[src/rtl/core/tsv_pkg.sv]
// shared types and constants of the text stream visualizer
package tsv_pkg;

  localparam int COUNT_DIGITS = 8;
  localparam int NUM_WIDTH    = 6;
  localparam int BODY_MAX     = 4;
  localparam int COUNT_W      = 4 * COUNT_DIGITS;
  localparam int SLOTS        = COUNT_DIGITS + 1 + BODY_MAX;
  localparam int IDX_W        = $clog2(SLOTS);
  localparam int BLEN_W       = $clog2(BODY_MAX + 1);
  localparam int CFG_IDX_W    = 3;

  localparam logic [7:0] CH_TAB   = 8'h09;
  localparam logic [7:0] CH_LF    = 8'h0A;
  localparam logic [7:0] CH_SPACE = 8'h20;
  localparam logic [7:0] CH_DOLLAR = 8'h24;
  localparam logic [7:0] CH_MINUS = 8'h2D;
  localparam logic [7:0] CH_ZERO  = 8'h30;
  localparam logic [7:0] CH_QUEST = 8'h3F;
  localparam logic [7:0] CH_I     = 8'h49;
  localparam logic [7:0] CH_M     = 8'h4D;
  localparam logic [7:0] CH_CARET = 8'h5E;
  localparam logic [7:0] CH_DEL   = 8'h7F;
  localparam logic [7:0] CTRL_BIT = 8'h40;

  typedef enum logic [CFG_IDX_W-1:0] {
    CFG_NUMBER_LINES     = 3'd0,
    CFG_NUMBER_NONBLANK  = 3'd1,
    CFG_SQUEEZE_BLANK    = 3'd2,
    CFG_SHOW_ENDS        = 3'd3,
    CFG_SHOW_TABS        = 3'd4,
    CFG_SHOW_NONPRINTING = 3'd5
  } cfg_reg_t;

  typedef struct packed {
    logic [7:0] data_byte;
    logic       file_start;
  } tsv_item_t;

  typedef struct packed {
    logic [7:0] out_byte;
    logic       last_of_run;
  } tsv_result_t;

endpackage

[src/rtl/core/text_stream_visualizer.sv]
// top level of the text stream visualizer: cat-style line numbering and escaping
//
// Takes one stream byte per transfer on the item channel and returns the
// transformed bytes, one per transfer, on the result channel; last_of_run marks
// the final byte that an input byte caused. An input byte expands at once into
// a small slot buffer (line number field, tab, then up to four body bytes such
// as M-^X), which drains one byte per cycle into the result register unless the
// result channel stalls. A byte that gives one result byte therefore flows at one
// byte per cycle; a byte that gives n result bytes holds the item channel until
// its last result byte leaves the buffer (n is at most 13: up to eight digits and
// a tab of number prefix plus four body bytes). The first result byte passes from
// the slot buffer into the result register before it is presented. A squeezed
// empty line is taken without entering the buffer and gives no result. The
// buffer's single read port is what sets the rate. Configuration writes are
// taken at any time (cfg_ready is always high) and should only come while the
// block is idle. Reset is synchronous and active high.
module text_stream_visualizer (
  input  logic                              clk,
  input  logic                              rst,
  input  logic                              item_valid,
  output logic                              item_stall,
  input  tsv_pkg::tsv_item_t                item,
  output logic                              result_valid,
  input  logic                              result_stall,
  output tsv_pkg::tsv_result_t              result,
  input  logic                              cfg_valid,
  output logic                              cfg_ready,
  input  logic [tsv_pkg::CFG_IDX_W-1:0]     cfg_index,
  input  logic                              cfg_data
);
  import tsv_pkg::*;

  // saturating bcd increment, ripple over the digits
  function automatic logic [COUNT_W-1:0] bcd_inc(input logic [COUNT_W-1:0] v);
    logic [COUNT_W-1:0] r;
    logic               carry;
    logic               all9;
    logic [3:0]         d;
    r     = '0;
    carry = 1'b1;
    all9  = 1'b1;
    for (int i = 0; i < COUNT_DIGITS; i++) begin
      d = v[4*i +: 4];
      if (d != 4'd9) begin
        all9 = 1'b0;
      end
      if (carry && d >= 4'd9) begin
        d = 4'd0;
      end else if (carry) begin
        d     = d + 4'd1;
        carry = 1'b0;
      end
      r[4*i +: 4] = d;
    end
    return all9 ? v : r;
  endfunction

  // configuration registers
  logic number_lines;
  logic number_nonblank_only;
  logic squeeze_blank;
  logic show_ends;
  logic show_tabs;
  logic show_nonprinting;

  // line state
  logic               at_line_start;
  logic               blank_squeezing;
  logic [COUNT_W-1:0] line_count;
  logic               at_line_start_next;
  logic               blank_squeezing_next;
  logic [COUNT_W-1:0] line_count_next;

  // expansion buffer and its read pointer
  logic [7:0]       slots [SLOTS];
  logic [7:0]       slots_next [SLOTS];
  logic             buf_valid;
  logic [IDX_W-1:0] rd_pos;
  logic [IDX_W-1:0] end_pos;
  logic [IDX_W-1:0] start_next;
  logic [IDX_W-1:0] end_next;

  // per item decode
  logic               item_xfer;
  logic               out_free;
  logic               buf_last;
  logic [7:0]         ch;
  logic [7:0]         low;
  logic               is_lf;
  logic               is_ctl;
  logic [7:0]         caret_ch;
  logic               als_eff;
  logic               sq_eff;
  logic [COUNT_W-1:0] cnt_eff;
  logic [COUNT_W-1:0] cnt_inc;
  logic               drop;
  logic               num_en;
  logic [7:0]         body [BODY_MAX];
  logic [BLEN_W-1:0]  body_len;
  logic [IDX_W-1:0]   top;
  logic [IDX_W-1:0]   num_len;
  logic [3:0]         dig;

  assign cfg_ready = 1'b1;

  // result register is free when empty or when its byte is being taken
  assign out_free   = !result_valid || !result_stall;
  assign buf_last   = rd_pos == end_pos;
  // take a new byte when the buffer is empty or hands over its last byte now
  assign item_stall = buf_valid && !(buf_last && out_free);
  assign item_xfer  = item_valid && !item_stall;

  // file_start restarts line state ahead of this byte
  assign ch      = item.data_byte;
  assign low     = {1'b0, ch[6:0]};
  assign is_lf   = ch == CH_LF;
  assign als_eff = item.file_start || at_line_start;
  assign sq_eff  = !item.file_start && blank_squeezing;
  assign cnt_eff = item.file_start ? '0 : line_count;
  assign cnt_inc = bcd_inc(cnt_eff);

  // extra empty line while squeezing gives nothing
  assign drop   = als_eff && squeeze_blank && is_lf && sq_eff;
  assign num_en = als_eff && !drop && number_lines && (!number_nonblank_only || !is_lf);

  assign line_count_next      = num_en ? cnt_inc : cnt_eff;
  assign blank_squeezing_next = (als_eff && squeeze_blank) ? is_lf : sq_eff;
  // a high line feed shown as M-^J also ends the line
  assign at_line_start_next   = is_lf || (show_nonprinting && ch[7] && low == CH_LF);

  assign is_ctl   = low < CH_SPACE || low == CH_DEL;
  assign caret_ch = (low == CH_DEL) ? CH_QUEST : (low | CTRL_BIT);

  // body bytes, left aligned
  always_comb begin
    for (int b = 0; b < BODY_MAX; b++) begin
      body[b] = '0;
    end
    body_len = BLEN_W'(1);
    if (is_lf) begin
      if (show_ends) begin
        body[0]  = CH_DOLLAR;
        body[1]  = CH_LF;
        body_len = BLEN_W'(2);
      end else begin
        body[0] = CH_LF;
      end
    end else if (ch == CH_TAB && show_tabs) begin
      body[0]  = CH_CARET;
      body[1]  = CH_I;
      body_len = BLEN_W'(2);
    end else if (ch != CH_TAB && show_nonprinting) begin
      if (ch[7]) begin
        body[0]  = CH_M;
        body[1]  = CH_MINUS;
        body[2]  = is_ctl ? CH_CARET : low;
        body[3]  = caret_ch;
        body_len = is_ctl ? BLEN_W'(4) : BLEN_W'(3);
      end else begin
        body[0]  = is_ctl ? CH_CARET : low;
        body[1]  = caret_ch;
        body_len = is_ctl ? BLEN_W'(2) : BLEN_W'(1);
      end
    end else begin
      body[0] = ch;
    end
  end

  // highest nonzero digit of the new count
  always_comb begin
    top = '0;
    for (int i = 0; i < COUNT_DIGITS; i++) begin
      if (cnt_inc[4*i +: 4] != 4'd0) begin
        top = IDX_W'(i);
      end
    end
    num_len = (top + IDX_W'(1) > IDX_W'(NUM_WIDTH)) ? top + IDX_W'(1) : IDX_W'(NUM_WIDTH);
  end

  // fixed slot layout: digit field, tab, body; the used slots are contiguous
  always_comb begin
    dig = '0;
    for (int j = 0; j < COUNT_DIGITS; j++) begin
      dig = cnt_inc[4*(COUNT_DIGITS-1-j) +: 4];
      if (dig > 4'd9) begin
        dig = 4'd9;
      end
      slots_next[j] = (IDX_W'(COUNT_DIGITS-1-j) > top) ? CH_SPACE : CH_ZERO + 8'(dig);
    end
    slots_next[COUNT_DIGITS] = CH_TAB;
    for (int b = 0; b < BODY_MAX; b++) begin
      slots_next[COUNT_DIGITS+1+b] = body[b];
    end
  end

  assign start_next = num_en ? IDX_W'(COUNT_DIGITS) - num_len : IDX_W'(COUNT_DIGITS+1);
  assign end_next   = IDX_W'(COUNT_DIGITS) + IDX_W'(body_len);

  // configuration writes
  always_ff @(posedge clk) begin
    if (rst) begin
      number_lines         <= 1'b0;
      number_nonblank_only <= 1'b0;
      squeeze_blank        <= 1'b0;
      show_ends            <= 1'b0;
      show_tabs            <= 1'b0;
      show_nonprinting     <= 1'b0;
    end else if (cfg_valid && cfg_ready) begin
      case (cfg_index)
        CFG_NUMBER_LINES:     number_lines         <= cfg_data;
        CFG_NUMBER_NONBLANK:  number_nonblank_only <= cfg_data;
        CFG_SQUEEZE_BLANK:    squeeze_blank        <= cfg_data;
        CFG_SHOW_ENDS:        show_ends            <= cfg_data;
        CFG_SHOW_TABS:        show_tabs            <= cfg_data;
        CFG_SHOW_NONPRINTING: show_nonprinting     <= cfg_data;
        default: ;
      endcase
    end
  end

  // control state
  always_ff @(posedge clk) begin
    if (rst) begin
      at_line_start   <= 1'b1;
      blank_squeezing <= 1'b0;
      line_count      <= '0;
      buf_valid       <= 1'b0;
      result_valid    <= 1'b0;
    end else begin
      if (item_xfer) begin
        at_line_start   <= at_line_start_next;
        blank_squeezing <= blank_squeezing_next;
        line_count      <= line_count_next;
      end
      if (out_free) begin
        result_valid <= buf_valid;
      end
      if (item_xfer && !drop) begin
        buf_valid <= 1'b1;
      end else if (out_free && buf_valid && buf_last) begin
        buf_valid <= 1'b0;
      end
    end
  end

  // payload: buffer contents, pointers and the result register
  always_ff @(posedge clk) begin
    if (out_free && buf_valid) begin
      result.out_byte    <= slots[rd_pos];
      result.last_of_run <= buf_last;
    end
    // a new byte only lands when the buffer is empty or while its last byte leaves
    if (item_xfer && !drop) begin
      slots   <= slots_next;
      rd_pos  <= start_next;
      end_pos <= end_next;
    end else if (out_free && buf_valid) begin
      rd_pos <= rd_pos + IDX_W'(1);
    end
  end

endmodule

[config.mk]
export PLATFORM = sky130hd
export DESIGN_NAME = text_stream_visualizer
export DESIGN_NICKNAME = d
export VERILOG_FILES = /design/src/rtl/core/tsv_pkg.sv /design/src/rtl/core/text_stream_visualizer.sv
export SDC_FILE = /design/constraint.sdc
export NUM_CORES = 1
export LEC_CHECK = 0
export ABC_AREA = 1
export BUFFER_PORTS_ARGS = -buffer_cell sky130_fd_sc_hd__buf_4
export CAP_MARGIN = 20
export CORE_MARGIN = 5
export CORE_UTILIZATION = 58
export DETAILED_ROUTE_END_ITERATION = 10
export HOLD_SLACK_MARGIN = 0.05
export PLACE_DENSITY = 0.71
export SYNTH_ARGS = -nofsm -noshare
export SYNTH_HDL_FRONTEND = slang
export SYNTH_SLANG_ARGS = --single-unit
[constraint.sdc]
create_clock -name clk -period 6.7 [get_ports clk]
set_input_delay 1.34 -clock clk [delete_from_list [all_inputs] [get_ports clk]]
set_output_delay 1.34 -clock clk [all_outputs]
set_load 0.005 [all_outputs]
* After elaboration in Yosys (flattened, before gate mapping)
Cells that the tools add are included.
** Operators by class
- Multiplexer cells :: 75
- Bitwise operators :: 3
- $add $sub $neg :: 20
- Equality and inequality tests :: 19
- Reductions and logical operators :: 54
- Magnitude comparators :: 27
** Operators by type and width (count)
- $mux 4 :: 34
- $mux 32 :: 3
- $add 6x4->7 const A :: 8
- $add 4x1->4 const B :: 10
- $bmux 8 s4 :: 1
- $ge 4x4->1 const B :: 8
- $gt 4x4->1 const B :: 8
- $mux 16 :: 2
- $ne 4x4->1 const B :: 8
- $mux 15 :: 2
- $reduce_bool 4->1 :: 7
- $logic_and 1x1->1 :: 24
- $mux 24 :: 1
- $mux 8 :: 3
- $mux 1 :: 19
- $eq 8x4->1 const B :: 2
- $gt 3x4->1 const A :: 4
- $mux 3 :: 5
- $mux 7 :: 2
- $reduce_and 2->1 :: 6
- $gt 1x4->1 const A :: 2
- $gt 2x4->1 const A :: 2
- $logic_not 1->1 :: 8
- $ne 8x4->1 const B :: 1
- other kinds (19) :: 28
** Word-level totals
- Word-level logic and storage cells :: 225
- Input port bits :: 18
- Output and inout port bits :: 12
- Bits in registers :: 155

* Logic depth before layout (Yosys ltp)
- Depth after elaboration :: 32
- Gate-level depth with buffers :: 32
- Gate-level depth less buffers :: 29

* Least setup slack after synthesis
OpenSTA, ideal clock, no wires.
- Path kind :: in2reg
- From :: in item[8] in the netlist's numbering
- To :: reg rd_pos[0], enable pin
- Setup time :: 0.361 ns
- Data required time :: 6.339 ns
- Arrival :: 5.888 ns
- Buffers on the path :: 1
- Slack :: 0.451 ns
- Stages :: 10
- Cells stage by stage :: buf_2 > inv_1 > nand2_1 > inv_1 > nand2_1 > or2_2 > nor2_1 > nor2_1 > inv_1 > o21ai_0
** Between the ends
- Cells in the longest elaborated chain, start to end :: 6
** Ends and longest elaborated chain
- start: declaration :: line text_stream_visualizer.sv:22 : input tsv_pkg::tsv_item_t item,
- $eq 8x4->1 :: line text_stream_visualizer.sv:116 : assign is_lf = ch == CH_LF;
- $logic_and 1x1->1 (2 in series) :: line text_stream_visualizer.sv:123 : assign drop = als_eff && squeeze_blank && is_lf && sq_eff;
- $logic_not 1->1 :: line text_stream_visualizer.sv:253 : if (item_xfer && !drop) begin
- $logic_and 1x1->1 :: line text_stream_visualizer.sv:253
- $reduce_bool 2->1 (no line)
- end signal: assignment :: line text_stream_visualizer.sv:255 : rd_pos <= start_next;
- end signal: assignment :: line text_stream_visualizer.sv:258 : rd_pos <= rd_pos + IDX_W'(1);
- end: declaration :: line text_stream_visualizer.sv:78 : logic [IDX_W-1:0] rd_pos;
No other way between the ends.
A chain may end at the register's enable or synchronous reset.

* Final worst setup path
- From :: in item[0] in the netlist's numbering
- To :: reg rd_pos[1], data pin
** Between the ends
- Cells in the longest elaborated chain, start to end :: 26
- Elaborated cells between the ends (all ways) :: 92
- Those cells by class :: 9 x add/sub; 9 x order compare; 8 x eq/ne; 41 x mux; 25 x reduce/logical
** Ends and longest elaborated chain
- $mux 32 :: line text_stream_visualizer.sv:119 : assign cnt_eff = item.file_start ? '0 : line_count;
- $ge 4x4->1 :: line text_stream_visualizer.sv:47 : if (carry && d >= 4'd9) begin
- $mux 1 :: line text_stream_visualizer.sv:47
- $logic_and 1x1->1 :: line text_stream_visualizer.sv:47
- $mux 1 :: line text_stream_visualizer.sv:47
- $logic_and 1x1->1 :: line text_stream_visualizer.sv:47
- $mux 1 :: line text_stream_visualizer.sv:47
- $logic_and 1x1->1 :: line text_stream_visualizer.sv:47
- (+10 left out)
- $reduce_bool 4->1 :: line text_stream_visualizer.sv:173 : if (cnt_inc[4*i +: 4] != 4'd0) begin
- $mux 4 :: line text_stream_visualizer.sv:173
- $add 4x1->4 :: line text_stream_visualizer.sv:177 : num_len = (top + IDX_W'(1) > IDX_W'(NUM_WIDTH)) ? top + IDX_W'(1) : IDX_W'(NUM_WIDTH);
- $gt 4x3->1 :: line text_stream_visualizer.sv:177
- $mux 4 :: line text_stream_visualizer.sv:177
- $sub 4x4->4 :: line text_stream_visualizer.sv:196 : assign start_next = num_en ? IDX_W'(COUNT_DIGITS) - num_len : IDX_W'(COUNT_DIGITS+1);
- $mux 4 :: line text_stream_visualizer.sv:196
- $mux 4 (*) :: line text_stream_visualizer.sv:253
Mark *: on every way between the ends. The rest lies on a longest branch, timed or not.

==> results.toml <==
[worst_setup_path]
crit_path_frequent_cell = "nand2_1"
critPathKind = "in2reg"
required_ns = 6.87
cpMaxStageDelayCell = "inv_2"
startpoint_type = "primary input"
critical_path_arrival_ns = 5.66
crit_fanout = 21
cp-end-kind = "flop"
max_stage_delay_ns = 0.35

[pwr]
power_density_mw_per_mm2 = 281
leakage_uw = 0.00389
ir_drop_mv = 0.175

[finish]
fillers = 1196
area_growth_pct = 11.5
diodes = 0
regArea_sq_mm = 0.00336
drive_gt1_share_pct = 13.3
nets = 1056
multi_input_area_sq_mm = 0.00378

[drt]
avgViaCountPerCell = 5.73
ant_nets = 0
drt_wl_total_microns = 20600
wl_per_cell_microns = 17.2
vias = 6852
drt-initial-drc-count = 763
drc = 0
dr.pass1.iters = 6

[die]
io_pins = 30
dieArea_sq_mm = 0.0159
die_w_microns = 126
dieHeight_microns = 126
coreArea_sq_mm = 0.0132
start_util_pct = 59.2
rows = 42

[synthesis]
synthTopCellsByArea = "edfxtp_1 32%, dfxtp_1 11%, nand2_1 9.5%"
synth_area_sq_mm = 0.00784
synth_common_cells = "198 x nand2_1, 127 x inv_1, 118 x nor2_1, 84 x edfxtp_1, 68 x o21ai_0"
synth-seq-area-share_pct = 42.9
yosysWarnings = 0
synth_edf_count = 84
async_reset_ff_share_pct = 0
synth.avg_cell_area_sq_um = 7.91
yosysTopAreaCell = "edfxtp_1"
syn_nets = 1041
synth.top_cell.area_share_pct = 32.2
synthCells = 992
ys_ff_latch = 126
ys_types = 50
synth_most_common_cell = "nand2_1"
ys.flop_type = "edfxtp_1"

[global_routing]
grt_pass1_vias = 6193
antenna_found_initial = 0
overflow = 0
grt.total_usage_pct = 25.9
grt_max_degree = 73
grt_pass1_wl_microns = 32600

[timing]
holdWs_ns = 0.462
rsz0062_at_grt = "false"
layout_min_cycle_time_ns = 5.49
period_share_pct = 81.9
worst_pin_slew_ns = 0.949
fin_ws_ns = 1.21
finalHoldViolCount = 0
skew_ns = 0.00882
slew_violations = 0
setup_tns_ns = 0
slew-limit-headroom_pct = 36.1
fmax_ghz = 0.182
setup_viol = 0

[outcome]
outcome = "completed"

[job]
cap_violations = 0

[cts]
clockBufferDepth = 2
hold_buffers = 0
clock_latency_ns = 0.42
tritoncts = "done"
cts_sinks = 126
cts_buffers = 17
clk_pin_slew_ns = 0.05
post_cts_buffers = 0
ctsResizeCount = 0
cts.htree.levels = 4
cts-root-buf = "clkbuf_16"

[hold_path]
hold_path_class = "reg2reg"

[placement]
hpwlAfterDp_microns = 14700
io_buffers = 28
dp_slack_ns = 0.925
routabilityCongestion = 0.925
==> state kept, by name, summed over array words and instances (netlist names) <==
register,cells
slots,68
line_count,32
result,9
rd_pos,4
end_pos,3
at_line_start,1
blank_squeezing,1
buf_valid,1
number_lines,1
number_nonblank_only,1
result_valid,1
show_ends,1
show_nonprinting,1
show_tabs,1
squeeze_blank,1
==> per-layer routing <==
layer  up-vias  GRT usage (%)  wire [microns]
met5         -              0               0
met4         0           6.81             284
met3        25           6.22            1880
met2       305           38.7            8980
met1      3173           37.9            9420
li1       3349              -               -
==> metrics by stage <==
| step | cells | util, % | power [uW] | cell area [sq um] |
|---|---|---|---|---|
| finish | 1196 | 66.0 | 2460 | 8740 |
| global route | 1196 | 66.0 | 2570 | 8740 |
| CTS | 1196 | 66.0 | 2450 | 8740 |
| detailed placement | 1164 | 61.6 | 1520 | 8150 |
| global placement | 1164 | 61.6 | 1520 | 8150 |
| floorplan | 992 | - | 1370 | 7840 |
==> final cells by class <==
| type | count | share of cell area (%) |
|---|---|---|
| Multi-Input combinational cell | 686 | 43.3 |
| Sequential cell | 126 | 38.5 |
| Inverter | 143 | 6.14 |
| Clock buffer | 17 | 4.86 |
| Timing Repair Buffer | 33 | 2.83 |
| Tap cell | 176 | 2.52 |
| Clock inverter | 15 | 1.90 |
==> worst max-delay path: cells and delay by family <==
family	cells	cell delay [ns]
AND/OR/NAND/NOR	17	2.14
adder cells (fa/ha/maj)	4	0.95
AO/OA/AOI/OAI	1	0.19
buffers and inverters	7	1.00
==> cell usage in the layout, fill, tap and decap left out, types with 4 or more instances in the layout <==
cell / instances
a21oi_1: 61
a221oi_1: 20
a31oi_1: 7
buf_4: 33
clkbuf_16: 17
clkinv_1: 4
clkinv_2: 5
dfxtp_1: 42
edfxtp_1: 84
ha_1: 31
inv_1: 127
inv_2: 14
nand2_1: 198
nand2_2: 18
nand3_1: 51
nand3_2: 8
nand4_1: 8
nor2_1: 116
nor2_2: 7
nor2_4: 5
nor3_1: 8
nor4_1: 4
o2111ai_1: 4
o211ai_1: 10
o21ai_0: 68
o21ai_1: 4
o21ai_2: 4
o221a_2: 5
xnor2_1: 4
xor2_1: 12
==> worst paths after layout <==
path / from / slack [ns] / cells after the start / to
max: item[0] / 1.21 / 29 / rd_pos[1]
max reg2reg: line_count[5] / 2.36 / 27 / rd_pos[1]
min: squeeze_blank / 0.46 / 2 / squeeze_blank
min reg2reg: squeeze_blank / 0.46 / 2 / squeeze_blank
==> where the power goes <==
part / leakage [uW] / total [uW] / switching (uW) / internal [uW]
logic: 0.00243 / 519 / 344 / 174
clock network: 0.000296 / 937 / 355 / 582
registers: 0.00117 / 1000 / 63.2 / 938
total: 0.00389 / 2460 / 762 / 1700
==> cells by family after synthesis <==
group | count (synthesis) | share of synthesized area, %
compound gates | 200 | 15.6
other cells | 1 | 0.0478
simple gates | 438 | 25.7
fa+ha+maj | 31 | 4.94
xor+xnor | 16 | 1.79
flops | 126 | 42.9
buf+inv | 180 | 9.00
(Power assumes the default switching activity.)
